## config.mk

```make
export PLATFORM = sky130hd
export DESIGN_NAME = skip_block_bad_block_remap
export DESIGN_NICKNAME = d
export VERILOG_FILES = /design/src/rtl/core/sbr_pkg.sv /design/src/rtl/core/sbr_ram.sv /design/src/rtl/core/sbr_alu.sv /design/src/rtl/core/sbr_seq.sv /design/src/rtl/core/skip_block_bad_block_remap.sv
export VERILOG_INCLUDE_DIRS = /design/src /design/src/rtl/core
export SDC_FILE = /design/constraint.sdc
export NUM_CORES = 2
export LEC_CHECK = 0
export ABC_CLOCK_PERIOD_IN_PS = 5500
export BUFFER_PORTS_ARGS = -buffer_cell sky130_fd_sc_hd__buf_4
export CAP_MARGIN = 20
export CORE_MARGIN = 2
export CORE_UTILIZATION = 30
export DETAILED_ROUTE_END_ITERATION = 10
export PLACE_DENSITY = 0.44
export SLEW_MARGIN = 40
export SYNTH_ARGS = -nofsm -noshare
export SYNTH_HDL_FRONTEND = slang
export SYNTH_HIERARCHICAL = 1
export SYNTH_SLANG_ARGS = --single-unit
```

## constraint.sdc

```tcl
create_clock -name i_clk -period 5.5 [get_ports i_clk]
set_clock_uncertainty 0.1 [all_clocks]
set_input_delay 0.275 -clock i_clk [delete_from_list [all_inputs] [get_ports i_clk]]
set_output_delay 0.275 -clock i_clk [all_outputs]
set_load 0.01 [all_outputs]
```

## src/rtl/core/assert_macros.svh

```systemverilog
// Assertion macros shared by the skip-block remapper RTL.
// Expect i_clk and i_rst_n in the scope of every use.
`ifndef ASSERT_MACROS_SVH
`define ASSERT_MACROS_SVH

// Hold a condition at every edge out of reset.
`define SBR_CHECK(lbl, cond, msg) \
    lbl: assert property (@(posedge i_clk) disable iff (!i_rst_n) (cond)) \
        else $error(msg);

// Require a consequence in the same cycle.
`define SBR_IMPLIES(lbl, ante, cons, msg) \
    lbl: assert property (@(posedge i_clk) disable iff (!i_rst_n) (ante) |-> (cons)) \
        else $error(msg);

// Require a consequence in the following cycle.
`define SBR_NEXT(lbl, ante, cons, msg) \
    lbl: assert property (@(posedge i_clk) disable iff (!i_rst_n) (ante) |=> (cons)) \
        else $error(msg);

`endif

```

## src/rtl/core/sbr_pkg.sv

```systemverilog
// Package of the skip-block bad-block remapper: payload types, codes, constants.
// Used by every module of the block but sbr_ram; depends on nothing.
`default_nettype none

package sbr_pkg;

    localparam int MAX_BAD_DEF = 64;
    localparam int MAX_COPIES  = 16;
    localparam int DIV_STEPS   = 17;
    localparam int MUL_STEPS   = 4;
    localparam int ALU_W       = 18;

    localparam logic [16:0] DEV_LIMIT = 17'd65536;

    typedef enum logic [1:0] {
        CMD_CLEAR = 2'd0,
        CMD_ADD   = 2'd1,
        CMD_MAP   = 2'd2,
        CMD_COUNT = 2'd3
    } t_cmd;

    typedef enum logic [1:0] {
        ST_OK    = 2'd0,
        ST_RANGE = 2'd1,
        ST_COPY  = 2'd2,
        ST_FULL  = 2'd3
    } t_status;

    typedef enum logic {
        CFG_COPIES      = 1'b0,
        CFG_BLOCK_COUNT = 1'b1
    } t_cfg_idx;

    typedef enum logic [2:0] {
        S_IDLE,
        S_DIV,
        S_MUL,
        S_HI,
        S_BASE,
        S_SCAN,
        S_FIN,
        S_DONE
    } t_state;

    typedef struct packed {
        logic [1:0]  command;
        logic [3:0]  copy;
        logic [15:0] block;
        logic [15:0] mark_block;
    } t_in;

    typedef struct packed {
        logic [1:0]  status;
        logic [15:0] phys_block;
        logic [16:0] usable_count;
    } t_out;

    typedef struct packed {
        logic [4:0]  copies;
        logic [16:0] total;
    } t_cfg;

    typedef struct packed {
        logic valid;
        t_out data;
    } t_res;

    typedef struct packed {
        logic [ALU_W-1:0] a;
        logic [ALU_W-1:0] b;
        logic             sub;
    } t_alu_req;

endpackage

`default_nettype wire

```

## src/rtl/core/sbr_ram.sv

```systemverilog
// Generic single-write, single-read RAM with registered read data.
// Standalone; no package dependency.
`default_nettype none

module sbr_ram #(
    parameter int W     = 16,
    parameter int DEPTH = 64,
    parameter int AW    = (DEPTH > 1) ? $clog2(DEPTH) : 1
) (
    input  wire logic          i_clk,
    input  wire logic          i_we,
    input  wire logic [AW-1:0] i_waddr,
    input  wire logic [W-1:0]  i_wdata,
    input  wire logic [AW-1:0] i_raddr,
    output logic      [W-1:0]  o_rdata
);

    logic [W-1:0] r_mem [DEPTH];
    logic [W-1:0] r_rdata;

    always_ff @(posedge i_clk) begin
        if (i_we) begin
            r_mem[i_waddr] <= i_wdata;
        end
        r_rdata <= r_mem[i_raddr];
    end

    assign o_rdata = r_rdata;

endmodule

`default_nettype wire

```

## src/rtl/core/sbr_alu.sv

```systemverilog
// Shared add/subtract unit with carry out, reused by divide, multiply, setup and finish steps.
// Depends on sbr_pkg for the request type.
`default_nettype none

module sbr_alu (
    input  wire sbr_pkg::t_alu_req          i_req,
    output logic [sbr_pkg::ALU_W-1:0]       o_sum,
    output logic                            o_carry
);

    logic [sbr_pkg::ALU_W-1:0] w_b;

    assign w_b = i_req.sub ? ~i_req.b : i_req.b;
    assign {o_carry, o_sum} = {1'b0, i_req.a} + {1'b0, w_b}
                            + (sbr_pkg::ALU_W + 1)'(i_req.sub);

endmodule

`default_nettype wire

```

## src/rtl/core/sbr_seq.sv

```systemverilog
// Sequencer of the remapper: region divide, base multiply, table walk and sorted insert.
// Depends on sbr_pkg, sbr_alu, sbr_ram and assert_macros.svh.
`default_nettype none
`include "assert_macros.svh"

module sbr_seq #(
    parameter int MAX_BAD = sbr_pkg::MAX_BAD_DEF
) (
    input  wire logic          i_clk,
    input  wire logic          i_rst_n,
    input  wire logic          i_start,
    input  wire sbr_pkg::t_in  i_item,
    input  wire sbr_pkg::t_cfg i_cfg,
    input  wire logic          i_res_take,
    output logic               o_busy,
    output sbr_pkg::t_res      o_res
);

    localparam int CW = $clog2(MAX_BAD + 1);
    localparam int AW = (MAX_BAD > 1) ? $clog2(MAX_BAD) : 1;
    localparam int AL = sbr_pkg::ALU_W;

    sbr_pkg::t_state r_state, n_state;
    sbr_pkg::t_in    r_item, n_item;
    sbr_pkg::t_out   r_out, n_out;

    logic [CW-1:0]  r_n, n_n;
    logic [CW-1:0]  r_idx, n_idx;
    logic           r_pend, n_pend;
    logic [AW-1:0]  r_pidx, n_pidx;
    logic [4:0]     r_step, n_step;
    logic [4:0]     r_rem, n_rem;
    logic [16:0]    r_quo, n_quo;
    logic [16:0]    r_lo, n_lo;
    logic [16:0]    r_hix, n_hix;
    logic [AL-1:0]  r_p, n_p;
    logic [15:0]    r_carry, n_carry;
    logic           r_dup, n_dup;
    logic           r_done, n_done;
    logic [CW-1:0]  r_bad, n_bad;

    sbr_pkg::t_alu_req alu_req;
    logic [AL-1:0]     alu_sum;
    logic              alu_carry;

    logic              ram_we;
    logic [AW-1:0]     ram_waddr;
    logic [15:0]       ram_wdata;
    logic [15:0]       ram_rdata;

    logic              copy_bad;
    logic              full;
    logic              in_region;
    logic [AL-1:0]     d_ext;
    logic              in_walk;
    logic              clear_start;

    sbr_alu u_alu (
        .i_req   (alu_req),
        .o_sum   (alu_sum),
        .o_carry (alu_carry)
    );

    sbr_ram #(
        .W     (16),
        .DEPTH (MAX_BAD),
        .AW    (AW)
    ) u_table (
        .i_clk   (i_clk),
        .i_we    (ram_we),
        .i_waddr (ram_waddr),
        .i_wdata (ram_wdata),
        .i_raddr (r_idx[AW-1:0]),
        .o_rdata (ram_rdata)
    );

    assign copy_bad = (i_cfg.copies == 5'd0)
                   || ({1'b0, i_item.copy} >= i_cfg.copies)
                   || (32'(i_item.copy) >= sbr_pkg::MAX_COPIES);
    assign full      = (r_n == CW'(MAX_BAD));
    assign d_ext     = {2'b00, ram_rdata};
    assign in_region = (d_ext >= {1'b0, r_lo}) && (d_ext < {1'b0, r_hix});
    assign in_walk   = (r_state == sbr_pkg::S_SCAN) || (r_state == sbr_pkg::S_FIN);
    assign clear_start = i_start && (i_item.command == sbr_pkg::CMD_CLEAR);

    always_comb begin
        alu_req = '0;
        unique case (r_state)
            sbr_pkg::S_DIV: begin
                alu_req.a   = {12'd0, r_rem, r_quo[16]};
                alu_req.b   = {13'd0, i_cfg.copies};
                alu_req.sub = 1'b1;
            end
            sbr_pkg::S_MUL: begin
                alu_req.a = {1'b0, r_lo};
                alu_req.b = r_item.copy[r_step[1:0]] ? (({1'b0, r_quo}) << r_step[1:0])
                                                     : '0;
            end
            sbr_pkg::S_HI: begin
                alu_req.a = {1'b0, r_lo};
                alu_req.b = {1'b0, r_quo};
            end
            sbr_pkg::S_BASE: begin
                alu_req.a = {1'b0, r_lo};
                alu_req.b = {2'b00, r_item.block};
            end
            sbr_pkg::S_FIN: begin
                alu_req.a   = {1'b0, r_quo};
                alu_req.b   = AL'(r_bad);
                alu_req.sub = 1'b1;
            end
            default: begin
                alu_req = '0;
            end
        endcase
    end

    always_comb begin
        n_state = r_state;
        unique case (r_state)
            sbr_pkg::S_IDLE: begin
                if (i_start) begin
                    unique case (i_item.command)
                        sbr_pkg::CMD_CLEAR: n_state = sbr_pkg::S_DONE;
                        sbr_pkg::CMD_ADD:   n_state = sbr_pkg::S_SCAN;
                        default:            n_state = copy_bad ? sbr_pkg::S_DONE
                                                               : sbr_pkg::S_DIV;
                    endcase
                end
            end
            sbr_pkg::S_DIV: begin
                if (r_step == 5'(sbr_pkg::DIV_STEPS - 1)) begin
                    n_state = sbr_pkg::S_MUL;
                end
            end
            sbr_pkg::S_MUL: begin
                if (r_step == 5'(sbr_pkg::MUL_STEPS - 1)) begin
                    n_state = sbr_pkg::S_HI;
                end
            end
            sbr_pkg::S_HI:   n_state = sbr_pkg::S_BASE;
            sbr_pkg::S_BASE: n_state = sbr_pkg::S_SCAN;
            sbr_pkg::S_SCAN: begin
                if (!r_pend && (r_idx >= r_n)) begin
                    n_state = sbr_pkg::S_FIN;
                end
            end
            sbr_pkg::S_FIN:  n_state = sbr_pkg::S_DONE;
            sbr_pkg::S_DONE: begin
                if (i_res_take) begin
                    n_state = sbr_pkg::S_IDLE;
                end
            end
            default: n_state = sbr_pkg::S_IDLE;
        endcase
    end

    always_comb begin
        n_item    = r_item;
        n_out     = r_out;
        n_n       = r_n;
        n_idx     = r_idx;
        n_pend    = r_pend;
        n_pidx    = r_pidx;
        n_step    = r_step;
        n_rem     = r_rem;
        n_quo     = r_quo;
        n_lo      = r_lo;
        n_hix     = r_hix;
        n_p       = r_p;
        n_carry   = r_carry;
        n_dup     = r_dup;
        n_done    = r_done;
        n_bad     = r_bad;
        ram_we    = 1'b0;
        ram_waddr = r_pidx;
        ram_wdata = r_carry;
        unique case (r_state)
            sbr_pkg::S_IDLE: begin
                if (i_start) begin
                    n_item  = i_item;
                    n_out   = '0;
                    n_idx   = '0;
                    n_pend  = 1'b0;
                    n_step  = '0;
                    n_rem   = '0;
                    n_quo   = i_cfg.total;
                    n_lo    = '0;
                    n_carry = i_item.mark_block;
                    n_dup   = 1'b0;
                    n_done  = 1'b0;
                    n_bad   = '0;
                    if (i_item.command == sbr_pkg::CMD_CLEAR) begin
                        n_n = '0;
                    end else if (i_item.command != sbr_pkg::CMD_ADD && copy_bad) begin
                        n_out.status = sbr_pkg::ST_COPY;
                    end
                end
            end
            sbr_pkg::S_DIV: begin
                n_rem  = alu_carry ? alu_sum[4:0] : {r_rem[3:0], r_quo[16]};
                n_quo  = {r_quo[15:0], alu_carry};
                n_step = (r_step == 5'(sbr_pkg::DIV_STEPS - 1)) ? '0 : r_step + 5'd1;
            end
            sbr_pkg::S_MUL: begin
                n_lo   = alu_sum[16:0];
                n_step = r_step + 5'd1;
            end
            sbr_pkg::S_HI: begin
                n_hix = alu_sum[16:0];
            end
            sbr_pkg::S_BASE: begin
                n_p = alu_sum;
            end
            sbr_pkg::S_SCAN: begin
                // issue the next read while the previous entry is compared
                if (r_idx < r_n) begin
                    n_idx  = r_idx + CW'(1);
                    n_pend = 1'b1;
                    n_pidx = r_idx[AW-1:0];
                end else begin
                    n_pend = 1'b0;
                end
                if (r_pend) begin
                    unique case (r_item.command)
                        sbr_pkg::CMD_ADD: begin
                            if (ram_rdata == r_carry) begin
                                n_dup = 1'b1;
                            end else if (!r_dup && (r_carry < ram_rdata)) begin
                                n_carry = ram_rdata;
                                ram_we  = !full;
                            end
                        end
                        sbr_pkg::CMD_MAP: begin
                            if (in_region && !r_done) begin
                                if (r_p < d_ext) begin
                                    n_done = 1'b1;
                                end else begin
                                    n_p = r_p + AL'(1);
                                end
                            end
                        end
                        sbr_pkg::CMD_COUNT: begin
                            if (in_region) begin
                                n_bad = r_bad + CW'(1);
                            end
                        end
                        default: begin
                            n_dup = r_dup;
                        end
                    endcase
                end
            end
            sbr_pkg::S_FIN: begin
                unique case (r_item.command)
                    sbr_pkg::CMD_ADD: begin
                        if (!r_dup) begin
                            if (full) begin
                                n_out.status = sbr_pkg::ST_FULL;
                            end else begin
                                ram_we    = 1'b1;
                                ram_waddr = r_n[AW-1:0];
                                n_n       = r_n + CW'(1);
                            end
                        end
                    end
                    sbr_pkg::CMD_MAP: begin
                        if (r_p < {1'b0, r_hix}) begin
                            n_out.phys_block = r_p[15:0];
                        end else begin
                            n_out.status = sbr_pkg::ST_RANGE;
                        end
                    end
                    sbr_pkg::CMD_COUNT: begin
                        n_out.usable_count = alu_carry ? alu_sum[16:0] : '0;
                    end
                    default: begin
                        n_out = r_out;
                    end
                endcase
            end
            default: begin
                n_out = r_out;
            end
        endcase
    end

    always_ff @(posedge i_clk) begin
        if (!i_rst_n) begin
            r_state <= sbr_pkg::S_IDLE;
            r_n     <= '0;
        end else begin
            r_state <= n_state;
            r_n     <= n_n;
        end
    end

    always_ff @(posedge i_clk) begin
        r_item  <= n_item;
        r_out   <= n_out;
        r_idx   <= n_idx;
        r_pend  <= n_pend;
        r_pidx  <= n_pidx;
        r_step  <= n_step;
        r_rem   <= n_rem;
        r_quo   <= n_quo;
        r_lo    <= n_lo;
        r_hix   <= n_hix;
        r_p     <= n_p;
        r_carry <= n_carry;
        r_dup   <= n_dup;
        r_done  <= n_done;
        r_bad   <= n_bad;
    end

    assign o_busy     = (r_state != sbr_pkg::S_IDLE);
    assign o_res.valid = (r_state == sbr_pkg::S_DONE);
    assign o_res.data  = r_out;

    `SBR_CHECK(a_fill_bound, r_n <= CW'(MAX_BAD), "table fill beyond capacity")
    `SBR_IMPLIES(a_start_idle, i_start, r_state == sbr_pkg::S_IDLE, "transfer while busy")
    `SBR_IMPLIES(a_write_phase, ram_we, in_walk, "table write outside walk")
    `SBR_NEXT(a_clear_empties, clear_start, r_n == '0, "clear left entries")

endmodule

`default_nettype wire

```

## src/rtl/core/skip_block_bad_block_remap.sv

```systemverilog
// Top level of the skip-block bad-block remapper: configuration registers, output register.
// Depends on sbr_pkg, sbr_seq (with sbr_alu, sbr_ram) and assert_macros.svh.
//
//   channel   direction  handshake            payload
//   input     in         i_valid / o_stall    i_data  (sbr_pkg::t_in)
//   result    out        o_valid / i_stall    o_data  (sbr_pkg::t_out)
//   config    in         i_cfg_we             i_cfg_idx, i_cfg_data
//
// Clear, and map or count on an invalid copy, go straight from idle to the result state.
// Add walks the table, one table entry per cycle, then appends in a finish step.
// Map and count run 17 divide steps, 4 multiply steps, 2 setup additions on the shared
// adder, the table walk and a finish step.
// Reset clears control state and the entry count; table contents stay undefined, no clearing pass.
// A result waits under i_stall while the next item is taken; a second one holds the sequencer.
`default_nettype none
`include "assert_macros.svh"

module skip_block_bad_block_remap #(
    parameter int MAX_BAD = sbr_pkg::MAX_BAD_DEF
) (
    input  wire logic          i_clk,
    input  wire logic          i_rst_n,
    input  wire logic          i_valid,
    output logic               o_stall,
    input  wire sbr_pkg::t_in  i_data,
    output logic               o_valid,
    input  wire logic          i_stall,
    output sbr_pkg::t_out      o_data,
    input  wire logic          i_cfg_we,
    input  wire logic          i_cfg_idx,
    input  wire logic [16:0]   i_cfg_data
);

    logic [4:0]     r_copies;
    logic [16:0]    r_block_count;
    logic           r_ovalid, n_ovalid;
    sbr_pkg::t_out  r_odata;

    sbr_pkg::t_cfg  cfg;
    sbr_pkg::t_res  res;
    logic           busy;
    logic           start;
    logic           take;

    assign cfg.copies = r_copies;
    assign cfg.total  = (r_block_count > sbr_pkg::DEV_LIMIT) ? sbr_pkg::DEV_LIMIT
                                                             : r_block_count;

    assign start = i_valid && !busy;
    assign take  = res.valid && (!r_ovalid || !i_stall);

    sbr_seq #(
        .MAX_BAD (MAX_BAD)
    ) u_seq (
        .i_clk      (i_clk),
        .i_rst_n    (i_rst_n),
        .i_start    (start),
        .i_item     (i_data),
        .i_cfg      (cfg),
        .i_res_take (take),
        .o_busy     (busy),
        .o_res      (res)
    );

    always_ff @(posedge i_clk) begin
        if (!i_rst_n) begin
            r_copies      <= 5'd1;
            r_block_count <= 17'd4096;
        end else if (i_cfg_we) begin
            unique case (sbr_pkg::t_cfg_idx'(i_cfg_idx))
                sbr_pkg::CFG_COPIES:      r_copies      <= i_cfg_data[4:0];
                sbr_pkg::CFG_BLOCK_COUNT: r_block_count <= i_cfg_data;
            endcase
        end
    end

    always_comb begin
        n_ovalid = r_ovalid;
        priority if (take) begin
            n_ovalid = 1'b1;
        end else if (!i_stall) begin
            n_ovalid = 1'b0;
        end
    end

    always_ff @(posedge i_clk) begin
        if (!i_rst_n) begin
            r_ovalid <= 1'b0;
        end else begin
            r_ovalid <= n_ovalid;
        end
    end

    always_ff @(posedge i_clk) begin
        if (take) begin
            r_odata <= res.data;
        end
    end

    assign o_stall = busy;
    assign o_valid = r_ovalid;
    assign o_data  = r_odata;

    `SBR_IMPLIES(a_no_overwrite, r_ovalid && i_stall, !take, "held result overwritten")
    `SBR_NEXT(a_take_shows, take, r_ovalid, "taken result not presented")

endmodule

`default_nettype wire
```

-- After elaboration in Yosys (flattened, before gate mapping)
Memories as Yosys holds them, arrays and structs flattened. A register that Yosys moved wholly into a read port is not among the register bits.
Index checks and enable logic that the tools add are counted.
Widths: inputs -> output; s select.
- register bits: 243
- latch bits: 0
- memories: 1
- output and inout bits: 37
- ROM bits: 0
- RAM bits: 1024
- reductions and logical operators: 46
- $add $sub $neg: 7
- equal/unequal tests: 45
- order comparisons: 10
- multipliers: 0
- shift operators: 1
- div/mod/pow operators: 0
- bitwise gates (word level): 2
- mux-type cells: 88
- memories (name ; words ; width ; read ports ; clocked after memory_dff ; write ports ; RTL line ; RTL):
    u_seq.u_table.r_mem ; 64 ; 16 ; 1 ; 1 ; 1 ; sbr_ram.sv:18 ; logic [W-1:0] r_mem [DEPTH];
- operators by type and width (cell ; count):
    $pmux 35 s5 ; 1
    $mux 16 ; 7
    $mux 18 ; 6
    $mux 17 ; 5
    $mux 7 ; 10
    $pmux 35 s2 ; 1
    $pmux 17 s2 ; 2
    $pmux 7 s2 ; 3
    $ne 2x2->1 const B ; 18
    $pmux 18 s2 ; 1
    $mux 35 ; 1
    $pmux 16 s2 ; 1
    $mux 6 ; 4
    $pmux 3 s8 ; 1
    $reduce_and 6->1 ; 4
    $mux 1 ; 22
    $add 7x1->7 const B ; 3
    $reduce_and 5->1 ; 4
    $add 18x18->19 ; 1
    $add 19x1->19 ; 1
    $add 18x1->18 const B ; 1
    $lt 18x16->1 ; 1
    $lt 18x17->1 ; 1
    $mux 3 ; 6
    other kinds (44) ; 94

-- Longest topological paths before layout
- word-level depth: 11
- depth in mapped cells: 20
- mapped depth without buffers: 16

-- Modules after synthesis
The synthesis kept the hierarchy.
- by module, submodules not included (module ; instances ; cells each ; area each (µm²) ; sequential area each (µm²)):
    sbr_ram ; 1 ; 1820 ; 39978.3 ; 31069.8
    sbr_seq ; 1 ; 1031 ; 10855.4 ; 5455.2
    skip_block_bad_block_remap ; 1 ; 155 ; 2119.5 ; 1511.4
    sbr_alu ; 1 ; 147 ; 1077.3 ; 0.0

-- Worst setup path after synthesis
No wires, ideal clock.
- path kind: reg-to-reg
- from: register u_seq.r_state[2]
- to: register u_seq.r_state[2]
- stages on the path, launching flop included: 9
- setup slack: 0.908 ns
- data arrival time: 4.367 ns
- period minus slack after synthesis: 4.592 ns
- library setup time: 0.124 ns
- cells stage by stage: dfxtp_1 > buf_2 > clkbuf_1 > nand2_1 > inv_1 > a21boi_0 > o2111a_1 > mux2i_1 > a211oi_1
- RTL lines (item ; RTL line ; RTL):
    from (decl) ; sbr_seq.sv:23 ; sbr_pkg::t_state r_state, n_state;
    from (signal assigned) ; sbr_seq.sv:290 ; r_state <= sbr_pkg::S_IDLE;
    from (signal assigned) ; sbr_seq.sv:293 ; r_state <= n_state;

==> flow_metrics.py <==
metrics = {
    "worst_setup_path": {
        "path_cells": "nand2b_1 > o211ai_1 > mux2i_1 > inv_1 > fa_1 > a21o_1 > a221oi_2 > o21ai_0 > a311o_2 > mux2i_1 > nor2_1",
        "cp_slowest_cell": "dfxtp_1",
        "rr_endpoint": "u_seq/r_rem[0]",
        "startpoint_type": "register",
        "crit_required_ns": 5.92,
        "path_max_fanout": 23,
        "cp.arrival_ns": 5.23,
        "crit_top_cell": "mux2i_1",
        "critPathMaxStageDelay_ns": 0.77,
        "r2r_slack_ns": 0.69,
        "end_kind": "register",
        "reg2reg_depth": 11,
        "path_class": "reg -> reg",
        "cp_top_family": "compound AO/OA/AOI/OAI gates",
        "r2r_start": "u_seq/r_state[2]",
        "crit_buf_inv": 1,
    },
    "yosys": {
        "ys_types": 81,
        "ys_seq_area_share_pct": 70.40,
        "ys_ff_latch": 1283,
        "synthArstFlopShare_pct": 0,
        "avgSynthCellArea_um2": 17.14,
        "synth.net_count": 3331,
        "synthCells": 3153,
        "synth_edf_count": 1234,
        "syn-cell-area_um2": 54030,
        "synthFlopType": "edfxtp_1",
        "yosysWarnings": 6,
    },
    "routing": {
        "drtIter0Drc": 2529,
        "drt_pass1_iterations": 5,
        "postRouteAntennaNets": 0,
        "vias_per_cell": 4.948,
        "totalWireLength_mm": 153.9,
        "drc": 0,
        "wire_per_inst_um": 25.87,
        "vias": 29440,
    },
    "floorplan": {
        "rows": 155,
        "ioPinCount": 98,
        "fp.dieW_um": 428.4,
        "dieArea_um2": 183500,
        "core_area_um2": 178600,
        "chipHeight_um": 428.4,
        "initial_core_util_pct": 30.25,
    },
    "timing": {
        "fin_crit_ns": 4.814,
        "relSlewSlack_pct": 41.70,
        "fin_setup_tns_ns": 0,
        "min_period_over_period_pct": 87.52,
        "final_max_slew_viol_count": 0,
        "hold_viol": 0,
        "rsz0062_at_grt": "no",
        "worstMarginPinSlew_ns": 0.8744,
        "fmax_mhz": 207.7,
        "setup_viol": 0,
    },
    "power_and_ir_drop": {
        "powerDensity_nw_per_um2": 467.0,
        "power_leakage_nw": 21.54,
        "vdd_drop_max_mv": 0.3019,
        "power_w": 0.02983,
    },
    "final_layout": {
        "drive_above_1_share_pct": 21.79,
        "fin_cells": 5950,
        "multi_input_area_um2": 14920,
        "regArea_um2": 38040,
        "mostFrequentLayoutCells": "1234 x edfxtp_1, 232 x buf_4, 223 x mux4_2",
        "nNetsFinal": 3654,
        "layout_commonest_cell": "edfxtp_1",
        "syn_to_final_growth_pct": 18.23,
        "final_util_pct": 35.76,
        "fill_cells": 16840,
    },
    "placed_design": {
        "dpl.cell_count": 5608,
        "io_buffers": 97,
        "hpwl_mm": 99.23,
        "gp_congestion": 0.8279,
    },
    "clock_network": {
        "cts_buffers": 148,
        "post_cts_buffers": 0,
        "clock_latency_ns": 0.78,
        "cts_max_level": 4,
        "ctsResizeCount": 0,
        "cts_sinks": 1283,
        "cts_tree": "done",
        "clk_pin_slew_ns": 0.06,
        "clockRootBuffer": "clkbuf_16",
        "cts_buffer_depth": 3,
    },
    "grt": {
        "antenna_found_initial": 5,
        "grt_overflow": 0,
        "grt_pass1_vias": 29770,
        "grt_first_pass_wirelength_mm": 221.0,
        "grt_max_degree": 80,
        "groute.usage.overall_pct": 16.61,
    },
    "flow_run": {
        "drv_cap": 0,
    },
    "outcome": {
        "status": "finished, final reports clean",
    },
    "min_path": {
        "hp-start": "i_cfg_we",
        "hold_depth": 4,
        "min_path_type": "in -> reg",
        "hold_end": "r_block_count[0]",
    },
}
## final cells by class
cell class                      count  share of cell area, %
Clock inverter                     79                  1.191
Tap cell                         2355                  4.613
Inverter                           82                 0.4818
Antenna cell                        2               0.007835
Multi-Input combinational cell   1628                  23.36
Clock buffer                      188                  6.264
Timing Repair Buffer              333                  4.538
Sequential cell                  1283                  59.54
## how the worst max path moves through the flow
stage                                            end  cells after the start        startpoint
after global routing                  u_seq/r_rem[3]                     15  u_seq/r_state[1]
after floorplan                     u_seq/r_state[2]                      8  u_seq/r_state[2]
after detailed placement   u_seq/u_table/r_mem[2][2]                      9  u_seq/r_state[2]
final                                 u_seq/r_rem[0]                     11  u_seq/r_state[2]
after CTS                 u_seq/u_table/r_mem[2][10]                      9  u_seq/r_state[2]
after global placement    u_seq/u_table/r_mem[26][2]                      9  u_seq/r_state[2]
## registers in the layout, summed over array words and instances, names as in the netlist, 5 cells and up
signal / count
u_seq/r_idx: 7
u_seq/r_item: 22
r_block_count: 17
u_seq/r_bad: 7
u_seq/r_pidx: 6
u_seq/r_p: 18
u_seq/r_hix: 17
u_seq/r_step: 5
u_seq/r_carry: 16
r_copies: 5
u_seq/r_lo: 17
u_seq/o_res: 35
u_seq/u_table/o_rdata: 16
o_data: 35
u_seq/u_table/r_mem: 1024
u_seq/r_n: 7
u_seq/r_rem: 5
u_seq/r_quo: 17
## repair_timing
item | CTS | global route
setup endpoints to repair | 0 | 0
hold buffers | 72 | 0
endpoints found under the hold margin | 72 | 0
## logic make-up (layout without fill, tap and decap cells)
logic type	Yosys count	count (layout)	share of synthesized area [%]
DFF	1283	1283	70.40
adders and majority gates	117	117	2.723
xor gates and xnor gates	66	66	1.070
other	1	3	0.006941
and+or+nand+nor	655	655	6.026
AOI/OAI and AO/OA	425	425	5.500
muxes	364	364	12.01
buffers and inverters	242	682	2.265
## cells in the mapped netlist (62+ instances only)
| cell type | instances | area [µm²] |
|---|---|---|
| ha_1 | 116 | 1451 |
| edfxtp_1 | 1234 | 37060 |
| nor2b_1 | 63 | 394.1 |
| nand2_1 | 206 | 773.2 |
| nor2_1 | 148 | 555.5 |
| nand3_1 | 62 | 310.3 |
| mux4_2 | 223 | 5022 |
| mux2i_1 | 120 | 1201 |
| inv_1 | 80 | 300.3 |
| clkbuf_1 | 82 | 307.8 |
| o21ai_0 | 78 | 390.4 |
| a21oi_1 | 70 | 350.3 |
| a22oi_1 | 80 | 600.6 |
## metal layers
metal | vias to the layer above | share of wire, % | wire, µm | global-route usage [%]
met5 | - | 0 | 0 | 0
met4 | 0 | 2.2 | 3387 | 4.592
met3 | 195 | 4.2 | 6401 | 2.324
met2 | 681 | 48 | 73480 | 27.04
met1 | 15360 | 46 | 70670 | 23.20
li1 | 13210 | - | - | -
## through the flow
step / hold slack (ns) / instance area (µm²) / setup WS, ns
floorplan: 0.2739 / 54030 / 0.9085
global placement: 0.3032 / 58210 / 0.7217
detailed placement: 0.3045 / 58350 / 0.6278
CTS: 0.009698 / 63830 / 0.6445
global route: 0.09090 / 63870 / 0.2634
finish: 0.08004 / 63880 / 0.6861
## worst register-to-register path, cell delays in order, from the launching register on
cell	delay, ns
dfxtp_1	0.77
nand2b_1	0.41
o211ai_1	0.47
mux2i_1	0.45
inv_1	0.11
fa_1	0.45
a21o_1	0.23
a221oi_2	0.41
o21ai_0	0.23
a311o_2	0.65
mux2i_1	0.24
nor2_1	0.06
## where the power goes
group / internal [W] / switching [W] / total, W
Sequential: 0.0119 / 0.000587 / 0.0125
Clock: 0.00571 / 0.00397 / 0.00968
Combinational: 0.00266 / 0.00504 / 0.00770
Total: 0.0202 / 0.00959 / 0.0298
Note: power is estimated with default switching activity, not from simulation.
